<file path="src/lcp_pkg.sv">
`default_nettype none

package lcp_pkg;

   localparam int CAPACITY_DEF  = 64;
   localparam int KEY_WIDTH_DEF = 32;

   // fixed widths of the channel fields
   localparam int OP_W     = 3;
   localparam int IN_KEY_W = 32;
   localparam int OCC_W    = 7;

   typedef enum logic [OP_W-1:0] {
      OP_INSERT = 3'd0,
      OP_TOUCH  = 3'd1,
      OP_DELETE = 3'd2,
      OP_LOOKUP = 3'd3,
      OP_SETPIN = 3'd4
   } op_type;

   typedef enum logic [2:0] {
      ST_IDLE,
      ST_SCAN,
      ST_DECIDE,
      ST_UPDATE,
      ST_RESP
   } state_type;

   // rewrite applied during the update sweep
   typedef enum logic [2:0] {
      UPD_FILL,
      UPD_EVICT,
      UPD_TOUCH,
      UPD_DELETE,
      UPD_PIN
   } upd_type;

endpackage

`default_nettype wire

</file>
<file path="src/lcp_if.sv">
`default_nettype none

interface lcp_req_if import lcp_pkg::*; ();
   logic                valid;
   logic                ready;
   logic [OP_W-1:0]     op;
   logic [IN_KEY_W-1:0] key;
   logic                pin;

   modport source (output valid, output op, output key, output pin, input ready);
   modport sink   (input valid, input op, input key, input pin, output ready);
endinterface

interface lcp_rsp_if import lcp_pkg::*; ();
   logic                valid;
   logic                ready;
   logic                hit;
   logic                evicted_valid;
   logic [IN_KEY_W-1:0] evicted_key;
   logic                full_error;
   logic [OCC_W-1:0]    occupancy;

   modport source (output valid, output hit, output evicted_valid, output evicted_key,
                   output full_error, output occupancy, input ready);
   modport sink   (input valid, input hit, input evicted_valid, input evicted_key,
                   input full_error, input occupancy, output ready);
endinterface

`default_nettype wire

</file>
<file path="src/lru_cache_with_pinned_entries_top.sv">
// Fully associative table of up to CAPACITY keys held in recency order, with
// pin bits that shield entries from eviction.
//
// Request channel (req_bus): one word per operation - op, key and pin.
// Codes: insert, touch to front, delete, lookup, set pin bit. Response
// channel (rsp_bus): exactly one word per request - hit, eviction flag and
// key, full error and the occupancy after the operation.
//
// Timing: one request at a time. The sequencer sweeps the entry memory once
// to find the key, a free slot and the eviction victim, then decides, and
// sweeps again to rewrite entries when the operation changes the table. The
// entry memory, with separate read and write addresses, reads one entry and
// writes one per cycle.
//
// Reset (synchronous) empties the table at once through per-entry valid bits;
// the entry memory itself needs no clearing. A stalled response word is held
// stable until taken, and no request is taken meanwhile.
`default_nettype none

module lru_cache_with_pinned_entries_top
   import lcp_pkg::*;
#(
   parameter int CAPACITY  = CAPACITY_DEF,
   parameter int KEY_WIDTH = KEY_WIDTH_DEF
) (
   input  wire         clock,
   input  wire         reset,
   lcp_req_if.sink     req_bus,
   lcp_rsp_if.source   rsp_bus
);

   localparam int IDX_W  = (CAPACITY > 1) ? $clog2(CAPACITY) : 1;
   localparam int RANK_W = IDX_W;
   localparam int CNT_W  = $clog2(CAPACITY + 1);
   localparam logic [IDX_W:0] SWEEP_END = (IDX_W + 1)'(CAPACITY);

   typedef struct packed {
      logic                 pinned;
      logic [RANK_W-1:0]    rank;
      logic [KEY_WIDTH-1:0] key;
   } entry_type;

   // entry memory: key, pin bit and recency rank of each slot
   entry_type entry_mem [CAPACITY];
   entry_type rd_word_ff;
   logic             mem_we;
   logic [IDX_W-1:0] mem_wa;
   logic [IDX_W-1:0] mem_ra;
   entry_type        mem_wd;

   state_type state_ff, state_in;
   logic [IDX_W:0]   cnt_ff, cnt_in;
   logic             pend_ff, pend_in;
   logic [IDX_W-1:0] pidx_ff, pidx_in;

   logic [OP_W-1:0]      op_ff, op_in;
   logic [KEY_WIDTH-1:0] key_ff, key_in;
   logic                 pin_ff, pin_in;

   logic                 found_ff, found_in;
   logic [IDX_W-1:0]     s_ff, s_in;
   logic [RANK_W-1:0]    srank_ff, srank_in;
   logic                 free_ff, free_in;
   logic [IDX_W-1:0]     f_ff, f_in;
   logic                 vfound_ff, vfound_in;
   logic [IDX_W-1:0]     vic_ff, vic_in;
   logic [RANK_W-1:0]    vrank_ff, vrank_in;
   logic [KEY_WIDTH-1:0] vkey_ff, vkey_in;

   upd_type              upd_ff, upd_in;
   logic [RANK_W-1:0]    passed_ff, passed_in;
   logic [CNT_W-1:0]     count_ff, count_in;
   logic [CAPACITY-1:0]  valid_ff, valid_in;

   logic                 hit_ff, hit_in;
   logic                 evv_ff, evv_in;
   logic [IN_KEY_W-1:0]  evkey_ff, evkey_in;
   logic                 full_ff, full_in;

   // memory: one write and one registered read per cycle
   always_ff @(posedge clock) begin
      if (mem_we) begin
         entry_mem[mem_wa] <= mem_wd;
      end
      rd_word_ff <= entry_mem[mem_ra];
   end

   always_comb begin
      logic cur_valid;
      entry_type w;
      cur_valid = valid_ff[pidx_ff];
      w         = rd_word_ff;

      state_in  = state_ff;
      cnt_in    = cnt_ff;
      pend_in   = 1'b0;
      pidx_in   = cnt_ff[IDX_W-1:0];
      op_in     = op_ff;
      key_in    = key_ff;
      pin_in    = pin_ff;
      found_in  = found_ff;
      s_in      = s_ff;
      srank_in  = srank_ff;
      free_in   = free_ff;
      f_in      = f_ff;
      vfound_in = vfound_ff;
      vic_in    = vic_ff;
      vrank_in  = vrank_ff;
      vkey_in   = vkey_ff;
      upd_in    = upd_ff;
      passed_in = passed_ff;
      count_in  = count_ff;
      valid_in  = valid_ff;
      hit_in    = hit_ff;
      evv_in    = evv_ff;
      evkey_in  = evkey_ff;
      full_in   = full_ff;
      mem_we    = 1'b0;
      mem_wa    = pidx_ff;
      mem_wd    = rd_word_ff;
      mem_ra    = cnt_ff[IDX_W-1:0];

      case (state_ff)
         ST_IDLE: begin
            if (req_bus.valid) begin
               op_in     = req_bus.op;
               key_in    = KEY_WIDTH'(req_bus.key);
               pin_in    = req_bus.pin;
               found_in  = 1'b0;
               free_in   = 1'b0;
               vfound_in = 1'b0;
               cnt_in    = '0;
               state_in  = ST_SCAN;
            end
         end

         ST_SCAN: begin
            // issue one read a cycle, judge the word read the cycle before
            if (cnt_ff < SWEEP_END) begin
               pend_in = 1'b1;
               cnt_in  = cnt_ff + 1'b1;
            end else begin
               state_in = ST_DECIDE;
            end
            if (pend_ff) begin
               if (cur_valid && w.key == key_ff) begin
                  found_in = 1'b1;
                  s_in     = pidx_ff;
                  srank_in = w.rank;
               end
               if (!cur_valid && !free_ff) begin
                  free_in = 1'b1;
                  f_in    = pidx_ff;
               end
               if (cur_valid && !w.pinned && (!vfound_ff || w.rank > vrank_ff)) begin
                  vfound_in = 1'b1;
                  vic_in    = pidx_ff;
                  vrank_in  = w.rank;
                  vkey_in   = w.key;
               end
            end
         end

         ST_DECIDE: begin
            hit_in   = found_ff;
            evv_in   = 1'b0;
            evkey_in = '0;
            full_in  = 1'b0;
            cnt_in   = '0;
            state_in = ST_RESP;
            if (op_ff == OP_INSERT && !found_ff) begin
               if (free_ff) begin
                  upd_in          = UPD_FILL;
                  valid_in[f_ff]  = 1'b1;
                  count_in        = count_ff + 1'b1;
                  state_in        = ST_UPDATE;
               end else if (vfound_ff) begin
                  upd_in    = UPD_EVICT;
                  evv_in    = 1'b1;
                  evkey_in  = IN_KEY_W'(vkey_ff);
                  passed_in = RANK_W'(count_ff - CNT_W'(1) - CNT_W'(vrank_ff));
                  state_in  = ST_UPDATE;
               end else begin
                  // every entry pinned: refuse
                  full_in = 1'b1;
               end
            end else if (op_ff == OP_TOUCH && found_ff) begin
               upd_in   = UPD_TOUCH;
               state_in = ST_UPDATE;
            end else if (op_ff == OP_DELETE && found_ff) begin
               upd_in         = UPD_DELETE;
               valid_in[s_ff] = 1'b0;
               count_in       = count_ff - 1'b1;
               state_in       = ST_UPDATE;
            end else if (op_ff == OP_SETPIN && found_ff) begin
               upd_in   = UPD_PIN;
               state_in = ST_UPDATE;
            end
         end

         ST_UPDATE: begin
            if (cnt_ff < SWEEP_END) begin
               pend_in = 1'b1;
               cnt_in  = cnt_ff + 1'b1;
            end else begin
               state_in = ST_RESP;
            end
            if (pend_ff) begin
               case (upd_ff)
                  UPD_FILL: begin
                     if (pidx_ff == f_ff) begin
                        mem_we = 1'b1;
                        mem_wd = '{pinned: pin_ff, rank: '0, key: key_ff};
                     end else if (cur_valid) begin
                        mem_we      = 1'b1;
                        mem_wd.rank = w.rank + 1'b1;
                     end
                  end
                  UPD_EVICT: begin
                     if (pidx_ff == vic_ff) begin
                        mem_we = 1'b1;
                        mem_wd = '{pinned: pin_ff, rank: passed_ff, key: key_ff};
                     end else if (cur_valid) begin
                        mem_we = 1'b1;
                        // older than the victim: move to the front; newer: behind the passed-over
                        if (w.rank > vrank_ff) begin
                           mem_wd.rank = w.rank - vrank_ff - 1'b1;
                        end else begin
                           mem_wd.rank = w.rank + passed_ff + 1'b1;
                        end
                     end
                  end
                  UPD_TOUCH: begin
                     if (pidx_ff == s_ff) begin
                        mem_we      = 1'b1;
                        mem_wd.rank = '0;
                     end else if (cur_valid && w.rank < srank_ff) begin
                        mem_we      = 1'b1;
                        mem_wd.rank = w.rank + 1'b1;
                     end
                  end
                  UPD_DELETE: begin
                     if (cur_valid && w.rank > srank_ff) begin
                        mem_we      = 1'b1;
                        mem_wd.rank = w.rank - 1'b1;
                     end
                  end
                  UPD_PIN: begin
                     if (pidx_ff == s_ff) begin
                        mem_we        = 1'b1;
                        mem_wd.pinned = pin_ff;
                     end
                  end
                  default: begin
                     mem_we = 1'b0;
                  end
               endcase
            end
         end

         ST_RESP: begin
            // hold the response word until taken
            if (rsp_bus.ready) begin
               state_in = ST_IDLE;
            end
         end

         default: begin
            state_in = ST_IDLE;
         end
      endcase
   end

   always_ff @(posedge clock) begin
      if (reset) begin
         state_ff <= ST_IDLE;
         pend_ff  <= 1'b0;
         count_ff <= '0;
         valid_ff <= '0;
      end else begin
         state_ff <= state_in;
         pend_ff  <= pend_in;
         count_ff <= count_in;
         valid_ff <= valid_in;
      end
   end

   always_ff @(posedge clock) begin
      cnt_ff    <= cnt_in;
      pidx_ff   <= pidx_in;
      op_ff     <= op_in;
      key_ff    <= key_in;
      pin_ff    <= pin_in;
      found_ff  <= found_in;
      s_ff      <= s_in;
      srank_ff  <= srank_in;
      free_ff   <= free_in;
      f_ff      <= f_in;
      vfound_ff <= vfound_in;
      vic_ff    <= vic_in;
      vrank_ff  <= vrank_in;
      vkey_ff   <= vkey_in;
      upd_ff    <= upd_in;
      passed_ff <= passed_in;
      hit_ff    <= hit_in;
      evv_ff    <= evv_in;
      evkey_ff  <= evkey_in;
      full_ff   <= full_in;
   end

   assign req_bus.ready         = (state_ff == ST_IDLE);
   assign rsp_bus.valid         = (state_ff == ST_RESP);
   assign rsp_bus.hit           = hit_ff;
   assign rsp_bus.evicted_valid = evv_ff;
   assign rsp_bus.evicted_key   = evkey_ff;
   assign rsp_bus.full_error    = full_ff;
   assign rsp_bus.occupancy     = OCC_W'(count_ff);

   // occupancy tracks the valid bits whenever the table is at rest
   assert property (@(posedge clock) disable iff (reset)
      (state_ff == ST_IDLE || state_ff == ST_RESP) |-> ($countones(valid_ff) == count_ff))
      else $error("occupancy count out of step with valid bits");

   assert property (@(posedge clock) disable iff (reset)
      count_ff <= CNT_W'(CAPACITY))
      else $error("occupancy beyond capacity");

   assert property (@(posedge clock) disable iff (reset)
      rsp_bus.valid |-> !(rsp_bus.evicted_valid && rsp_bus.full_error))
      else $error("eviction and full error in one response");

   // a request is taken only once the previous response has gone
   assert property (@(posedge clock) disable iff (reset)
      (req_bus.valid && req_bus.ready) |=> !rsp_bus.valid)
      else $error("response shown straight after accepting a request");

endmodule

`default_nettype wire

</file>
<file path="src/flat_wrapper.sv">
// flat-port wrapper written by rule: the top's interface ports become plain ports
module lru_cache_with_pinned_entries_top_flat import lcp_pkg::*;
#(
   parameter int CAPACITY  = CAPACITY_DEF,
   parameter int KEY_WIDTH = KEY_WIDTH_DEF
)
  (clock, reset, req_bus_valid, req_bus_op, req_bus_key, req_bus_pin, req_bus_ready, rsp_bus_valid, rsp_bus_hit, rsp_bus_evicted_valid, rsp_bus_evicted_key, rsp_bus_full_error, rsp_bus_occupancy, rsp_bus_ready);
  lcp_req_if req_bus_i ();
  lcp_rsp_if rsp_bus_i ();
  input  wire clock;
  input  wire reset;
  input wire logic [$bits(req_bus_i.valid)-1:0] req_bus_valid;
  input wire logic [$bits(req_bus_i.op)-1:0] req_bus_op;
  input wire logic [$bits(req_bus_i.key)-1:0] req_bus_key;
  input wire logic [$bits(req_bus_i.pin)-1:0] req_bus_pin;
  output wire logic [$bits(req_bus_i.ready)-1:0] req_bus_ready;
  output wire logic [$bits(rsp_bus_i.valid)-1:0] rsp_bus_valid;
  output wire logic [$bits(rsp_bus_i.hit)-1:0] rsp_bus_hit;
  output wire logic [$bits(rsp_bus_i.evicted_valid)-1:0] rsp_bus_evicted_valid;
  output wire logic [$bits(rsp_bus_i.evicted_key)-1:0] rsp_bus_evicted_key;
  output wire logic [$bits(rsp_bus_i.full_error)-1:0] rsp_bus_full_error;
  output wire logic [$bits(rsp_bus_i.occupancy)-1:0] rsp_bus_occupancy;
  input wire logic [$bits(rsp_bus_i.ready)-1:0] rsp_bus_ready;
  assign req_bus_i.valid = req_bus_valid;
  assign req_bus_i.op = req_bus_op;
  assign req_bus_i.key = req_bus_key;
  assign req_bus_i.pin = req_bus_pin;
  assign req_bus_ready = req_bus_i.ready;
  assign rsp_bus_valid = rsp_bus_i.valid;
  assign rsp_bus_hit = rsp_bus_i.hit;
  assign rsp_bus_evicted_valid = rsp_bus_i.evicted_valid;
  assign rsp_bus_evicted_key = rsp_bus_i.evicted_key;
  assign rsp_bus_full_error = rsp_bus_i.full_error;
  assign rsp_bus_occupancy = rsp_bus_i.occupancy;
  assign rsp_bus_i.ready = rsp_bus_ready;
  lru_cache_with_pinned_entries_top #(.CAPACITY(CAPACITY), .KEY_WIDTH(KEY_WIDTH)) u_core (.clock(clock), .reset(reset), .req_bus(req_bus_i), .rsp_bus(rsp_bus_i));
endmodule
</file>
<file path="config.mk">
export PLATFORM = sky130hd
export DESIGN_NAME = lru_cache_with_pinned_entries_top_flat
export DESIGN_NICKNAME = d
export VERILOG_FILES = /design/src/lcp_pkg.sv /design/src/lcp_if.sv /design/src/lru_cache_with_pinned_entries_top.sv /design/src/flat_wrapper.sv
export SDC_FILE = /design/constraint.sdc
export NUM_CORES = 2
export LEC_CHECK = 0
export ABC_AREA = 1
export ABC_CLOCK_PERIOD_IN_PS = 18760
export BUFFER_PORTS_ARGS = -buffer_cell sky130_fd_sc_hd__clkbuf_2
export CELL_PAD_IN_SITES_DETAIL_PLACEMENT = 1
export CELL_PAD_IN_SITES_GLOBAL_PLACEMENT = 1
export CORE_MARGIN = 4
export CORE_UTILIZATION = 57
export DETAILED_ROUTE_END_ITERATION = 6
export GPL_ROUTABILITY_DRIVEN = 1
export PLACE_DENSITY = 0.83
export SETUP_SLACK_MARGIN = 0.4
export SLEW_MARGIN = 20
export SYNTH_ARGS = -nofsm -noshare
export SYNTH_HDL_FRONTEND = slang
export SYNTH_SLANG_ARGS = --single-unit
</file>
<file path="constraint.sdc">
create_clock -name clock -period 18.76 [get_ports clock]
set_input_delay 1.876 -clock clock [delete_from_list [all_inputs] [get_ports clock]]
set_output_delay 1.876 -clock clock [all_outputs]
set_load 0.05 [all_outputs]
</file>
# --- Word level (Yosys, flattened, before mapping) ---
# Memories as Yosys holds them, arrays and structs flattened. A register that Yosys moved wholly into a read port is not among the register bits.
# Cells that the tools add are included.
op_classes:
  addsub: 10
  magnitude_cmp: 9
  n_reduce_logical: 41
  bitwise: 7
  n_eq_ne: 27
  n_mux: 77
ops:
  columns: ["operator", "count"]
  rows:
  - ["2-to-1 mux 64 bit", 4]
  - ["2-to-1 mux 39 bit", 2]
  - ["bitwise AND 64 bit", 1]
  - ["2-to-1 mux 32 bit", 2]
  - ["inverter 64 bit", 1]
  - ["OR 64 bit", 1]
  - ["one-hot mux 32 bit (2 select lines)", 1]
  - ["2-to-1 mux 3 bit", 16]
  - ["2-to-1 mux 6 bit", 8]
  - ["2-to-1 mux 7 bit", 6]
  - ["== test 32 bit", 1]
  - ["2-to-1 mux 1 bit", 27]
  - ["one-hot mux 6 bit (4 select lines)", 1]
  - ["AND reduction 4 bit", 6]
  - ["< comparator 6 x 7 -> 1 bit, second input constant", 3]
  - ["one-hot mux 7 bit (3 select lines)", 1]
  - ["== test 6 bit", 3]
  - ["!= test 2 x 1 -> 1 bit, second input constant", 8]
  - ["== test 3 x 2 -> 1 bit, second input constant", 5]
  - ["one-hot mux 3 bit (5 select lines)", 1]
  - ["AND reduction 3 bit", 5]
  - ["adder 7 x 1 -> 7 bit, second input constant", 2]
  - ["adder 6 x 1 -> 6 bit, second input constant", 2]
  - ["demux 1 bit (select 6 bit)", 2]
  - ["other kinds (27)", 62]
totals:
  output_inout_bits: 44
  ramBits: 2496
  mem_count: 1
  reg_bits: 233
  elab_cells: 196
memory_table:
  columns: ["memory", "depth", "word_bits", "rd", "rd_ports_with_merged_regs", "wr", "line", "text"]
  rows:
  - ["u_core.entry_mem", 64, 39, 1, 1, 1, "lru_cache_with_pinned_entries_top.sv:44", "entry_type entry_mem [CAPACITY];"]

# --- Longest topological paths before layout ---
depth:
  word_depth: 10
  depth_mapped: 18
  mapped_depth_nobuf: 15

# --- Worst setup path after synthesis ---
# OpenSTA, ideal clock, no wires.
synth_timing:
  path_type: "register -> register"
  start: "register u_core.pidx_ff[2] (netlist: u_core.mem_wa[2])"
  end: "register u_core.vfound_ff (enable)"
  required_time_ns: 18.449
  setup_ns: 0.311
  stages_incl_launch_ff: 14
  t_arrival_ns: 6.075
  path_slack_ns: 12.374
  path_cell_list: "dfxtp_1 buf_4 inv_4 nor2_8 nand3_1 nand2_1 o21ai_1 nand2_1 nor2_2 nand2_2 buf_6 inv_1 nor4_1 or2_2"
synth_between:
  elab_chain_cells: 6
synth_rtl:
  columns: ["item", "line", "text"]
  rows:
  - ["start: declaration", "lru_cache_with_pinned_entries_top.sv:54", "logic [IDX_W-1:0] pidx_ff, pidx_in;"]
  - ["start signal: assignment", "lru_cache_with_pinned_entries_top.sv:290", "pidx_ff <= pidx_in;"]
  - ["binary-select mux 1 bit (select 6 bit)", "lru_cache_with_pinned_entries_top.sv:91", "cur_valid = valid_ff[pidx_ff];"]
  - ["2-to-1 mux 1 bit (not written as such)", "lru_cache_with_pinned_entries_top.sv:91", null]
  - ["logical AND 1 bit (2 in series)", "lru_cache_with_pinned_entries_top.sv:155", "if (cur_valid && !w.pinned && (!vfound_ff || w.rank > vrank_ff)) begin"]
  - ["!= test 2 x 1 -> 1 bit (no line)", null, null]
  - ["AND reduction 4 bit (no line)", null, null]
  - ["end signal: assignment", "lru_cache_with_pinned_entries_top.sv:299", "vfound_ff <= vfound_in;"]
  - ["end: declaration", "lru_cache_with_pinned_entries_top.sv:65", "logic vfound_ff, vfound_in;"]
# Every way passes these cells. The select of a mux whose other input is x is not followed.
# A chain may end at the register's enable or synchronous reset.

==> out/qor.csv <==
metric;value;unit
PostCTS Resize Cnt;0;
worst reg2reg startpoint;u_core.cnt_ff[0];
critical path startpoint category;flip-flop;
Crit. Startpoint;u_core.cnt_ff[0];
worst setup path class;reg2reg;
Slew @ Worst Pin;1.37;ns
H-tree lvl count;5;
Ports;84;
CTS Sinks;2768;
# DRC;1;
grt total ovfl;0;
post-synthesis register bit count;2768;
Synth Area in Compound Gates;13.6;%
sequential area share after synthesis;74.3;%
Final Max Slew Viols;0;
most frequent cells in the layout;edfxtp_1, o21ai_0, nor2_1, nand2_1, o22ai_1;
HP Start;u_core.rd_word_ff[0];
port buffer count;83;
crit path DAT;6.26;ns
status;finished, violations left;
slew margin rel.;7.68;%
worst path required time;19.60;ns
Final GP Congestion;0.857;
Period minus WS final;5.43;ns
number of global-route vias before repair;82900;
clock buffer count from CTS;296;
clock buffer depth;4;
largest net degree at the start of global routing;216;
unique cell type count in the Yosys netlist;55;
WL per Instance;36.0;um
DR iter-0 viols;14100;
Post-CTS Setup Inserts;0;
fin crit share;28.9;%
clock-pin slew on the worst setup and hold paths;0.07;ns
CTS tree;done;
initial antenna violation count;19;
DR pass1 iterations;7;
clock skew;0.0833;ns
total track usage;39.9;%
post-synthesis mux area share;0;%
max_cap viols;0;
Routed Antenna Nets;0;
kind of end point of the critical path;flip-flop;
Syn Inst Count;8498;
Final TNS setup;0;ns
Die X;448;um
Post-Synth Adder-Cell Area;0.372;%
Root Driver;clkbuf_16;
leakage;39.6;nW
most common cell after layout, fill and taps aside;edfxtp_1;
fmax;0.184;GHz
die area;201000;sq um
RSZ-0062 raised after global routing;no;
vias;80800;
Peak VDD IR;0.000203;V
Worst Hold Class;reg2reg;
Final Net Count;8543;
Cell Area, Synth;110000;sq um
syn_nets;8569;
first-pass GRT wire length;577;mm
Post-Synth Simple-Gate Area;8.34;%
Post-DP HPWL;214;mm
syn_area_per_cell;13.0;sq um
Vias/cell;7.20;
PD cells;161;nW/um^2
Initial Util;57.3;%
yosys synthesis warning count;0;
hold_buf cts;0;
DRT Wirelength;404;mm
final hold violation count;0;
Chip Height;448;um
Synth Area in XOR/XNOR;0.318;%
post-place setup slack;13.80;ns
Std-Cell Rows;161;
share of layout cells above drive strength 1;9.66;%
Final WS setup;13.33;ns
largest family of logic cells by synthesized area;compound AO/OA/AOI/OAI gates;
Worst-Skew Late Latency;0.96;ns
final setup fails;0;
failing checks;DRC;
crit-path max FO;184;
area of the core;192000;sq um
area growth from synthesis to layout;11.7;%
-- power by group --
part	switching, mW	internal [mW]
registers	0.288	7.76
logic	4.79	1.21
clock network	2.45	3.34
total	7.52	12.3
-- layer usage --
metal	track usage, %	vias to the layer above	wire length, um
met4	26.9	12	31900
met1	49.5	40300	134000
li1	-	31700	-
met3	11.6	1774	54200
met5	0	-	75
met2	61.1	7016	184000
-- critical path, cell delays in order, from the launching register on --
cell	delay, ns
edfxtp_1	0.54
buf_4	0.62
buf_12	0.64
buf_12	0.66
o21ai_0	0.20
o22ai_1	0.22
nor2_1	0.07
o31ai_1	1.11
o211ai_1	0.57
nand3_1	0.38
-- registers in the layout (all words and copies together) (netlist names), 6 cells and up --
register                    flops
u_core.passed_ff                6
u_core.s_ff                     6
u_core.vrank_ff                 6
u_core.key_ff                  32
u_core.rsp_bus.evicted_key     32
u_core.rd_word_ff              39
u_core.f_ff                     6
u_core.entry_mem             2496
u_core.srank_ff                 6
u_core.cnt_ff                   7
u_core.rsp_bus.occupancy        7
u_core.valid_ff                64
u_core.vkey_ff                 32
u_core.mem_wa                   6
u_core.vic_ff                   6
-- area by class of cell --
| type | count | area, sq um |
|---|---|---|
| clock inverter | 131 | 1260 |
| inverter | 243 | 947 |
| fill | 17800 | 69200 |
| tap | 2526 | 3160 |
| clock buffer | 380 | 7970 |
| timing repair buffer | 264 | 1950 |
| sequential | 2768 | 81900 |
| multi-input combinational | 4899 | 25900 |
| antenna | 11 | 27.5 |
-- final timing paths --
kind	end	slack, ns	cells after the start
setup / recovery	u_core.rd_word_ff[1]	13.33	9
hold reg to reg	u_core.vkey_ff[0]	0.46	0
hold / removal	u_core.vkey_ff[0]	0.46	0
setup reg to reg	u_core.rd_word_ff[1]	13.33	9
-- Yosys cell counts, drive strengths merged --
library cell / n / area [sq um]
a211o: 4 / 35.0
a211oi: 39 / 293
a21o: 1 / 7.51
a21oi: 95 / 487
a221oi: 27 / 236
a311oi: 1 / 8.76
a31oi: 4 / 25.0
a32o: 5 / 50.1
buf: 144 / 767
clkbuf: 444 / 1670
clkinv: 3 / 11.3
dfxtp: 120 / 2400
edfxtp: 2648 / 79500
fa: 3 / 60.1
ha: 28 / 350
inv: 240 / 908
nand2: 434 / 1640
nand3: 194 / 983
nand3b: 1 / 7.51
nand4: 15 / 214
nor2: 1565 / 5950
nor3: 35 / 195
nor3b: 1 / 7.51
nor4: 9 / 68.8
o2111ai: 2 / 17.5
o211ai: 149 / 1120
o21a: 1 / 7.51
o21ai: 1525 / 7630
o21bai: 5 / 37.5
o221ai: 270 / 2360
o22ai: 409 / 2560
o311ai: 5 / 43.8
o31ai: 4 / 30.0
o32ai: 7 / 61.3
or2: 20 / 125
or3b: 1 / 8.76
xnor2: 11 / 96.3
xor2: 29 / 254
-- per-stage QoR --
stage	cells	utilization (%)	area, sq um	total power, mW	hold WS [ns]
floorplan	8498	-	110000	11.2	0.346
global placement	10700	59.2	114000	13.3	0.433
detailed placement	10700	59.2	114000	13.7	0.444
CTS	11200	64.0	123000	19.5	0.458
global route	11200	64.0	123000	20.3	0.468
finish	11200	64.0	123000	19.8	0.462
-- cells by family after synthesis --
logic type / after synthesis
compound gates: 2553
xor+xnor: 40
fa+ha+maj: 31
buf+inv: 831
flops: 2768
simple gates: 2275
Power figures use the tool's default switching activity.
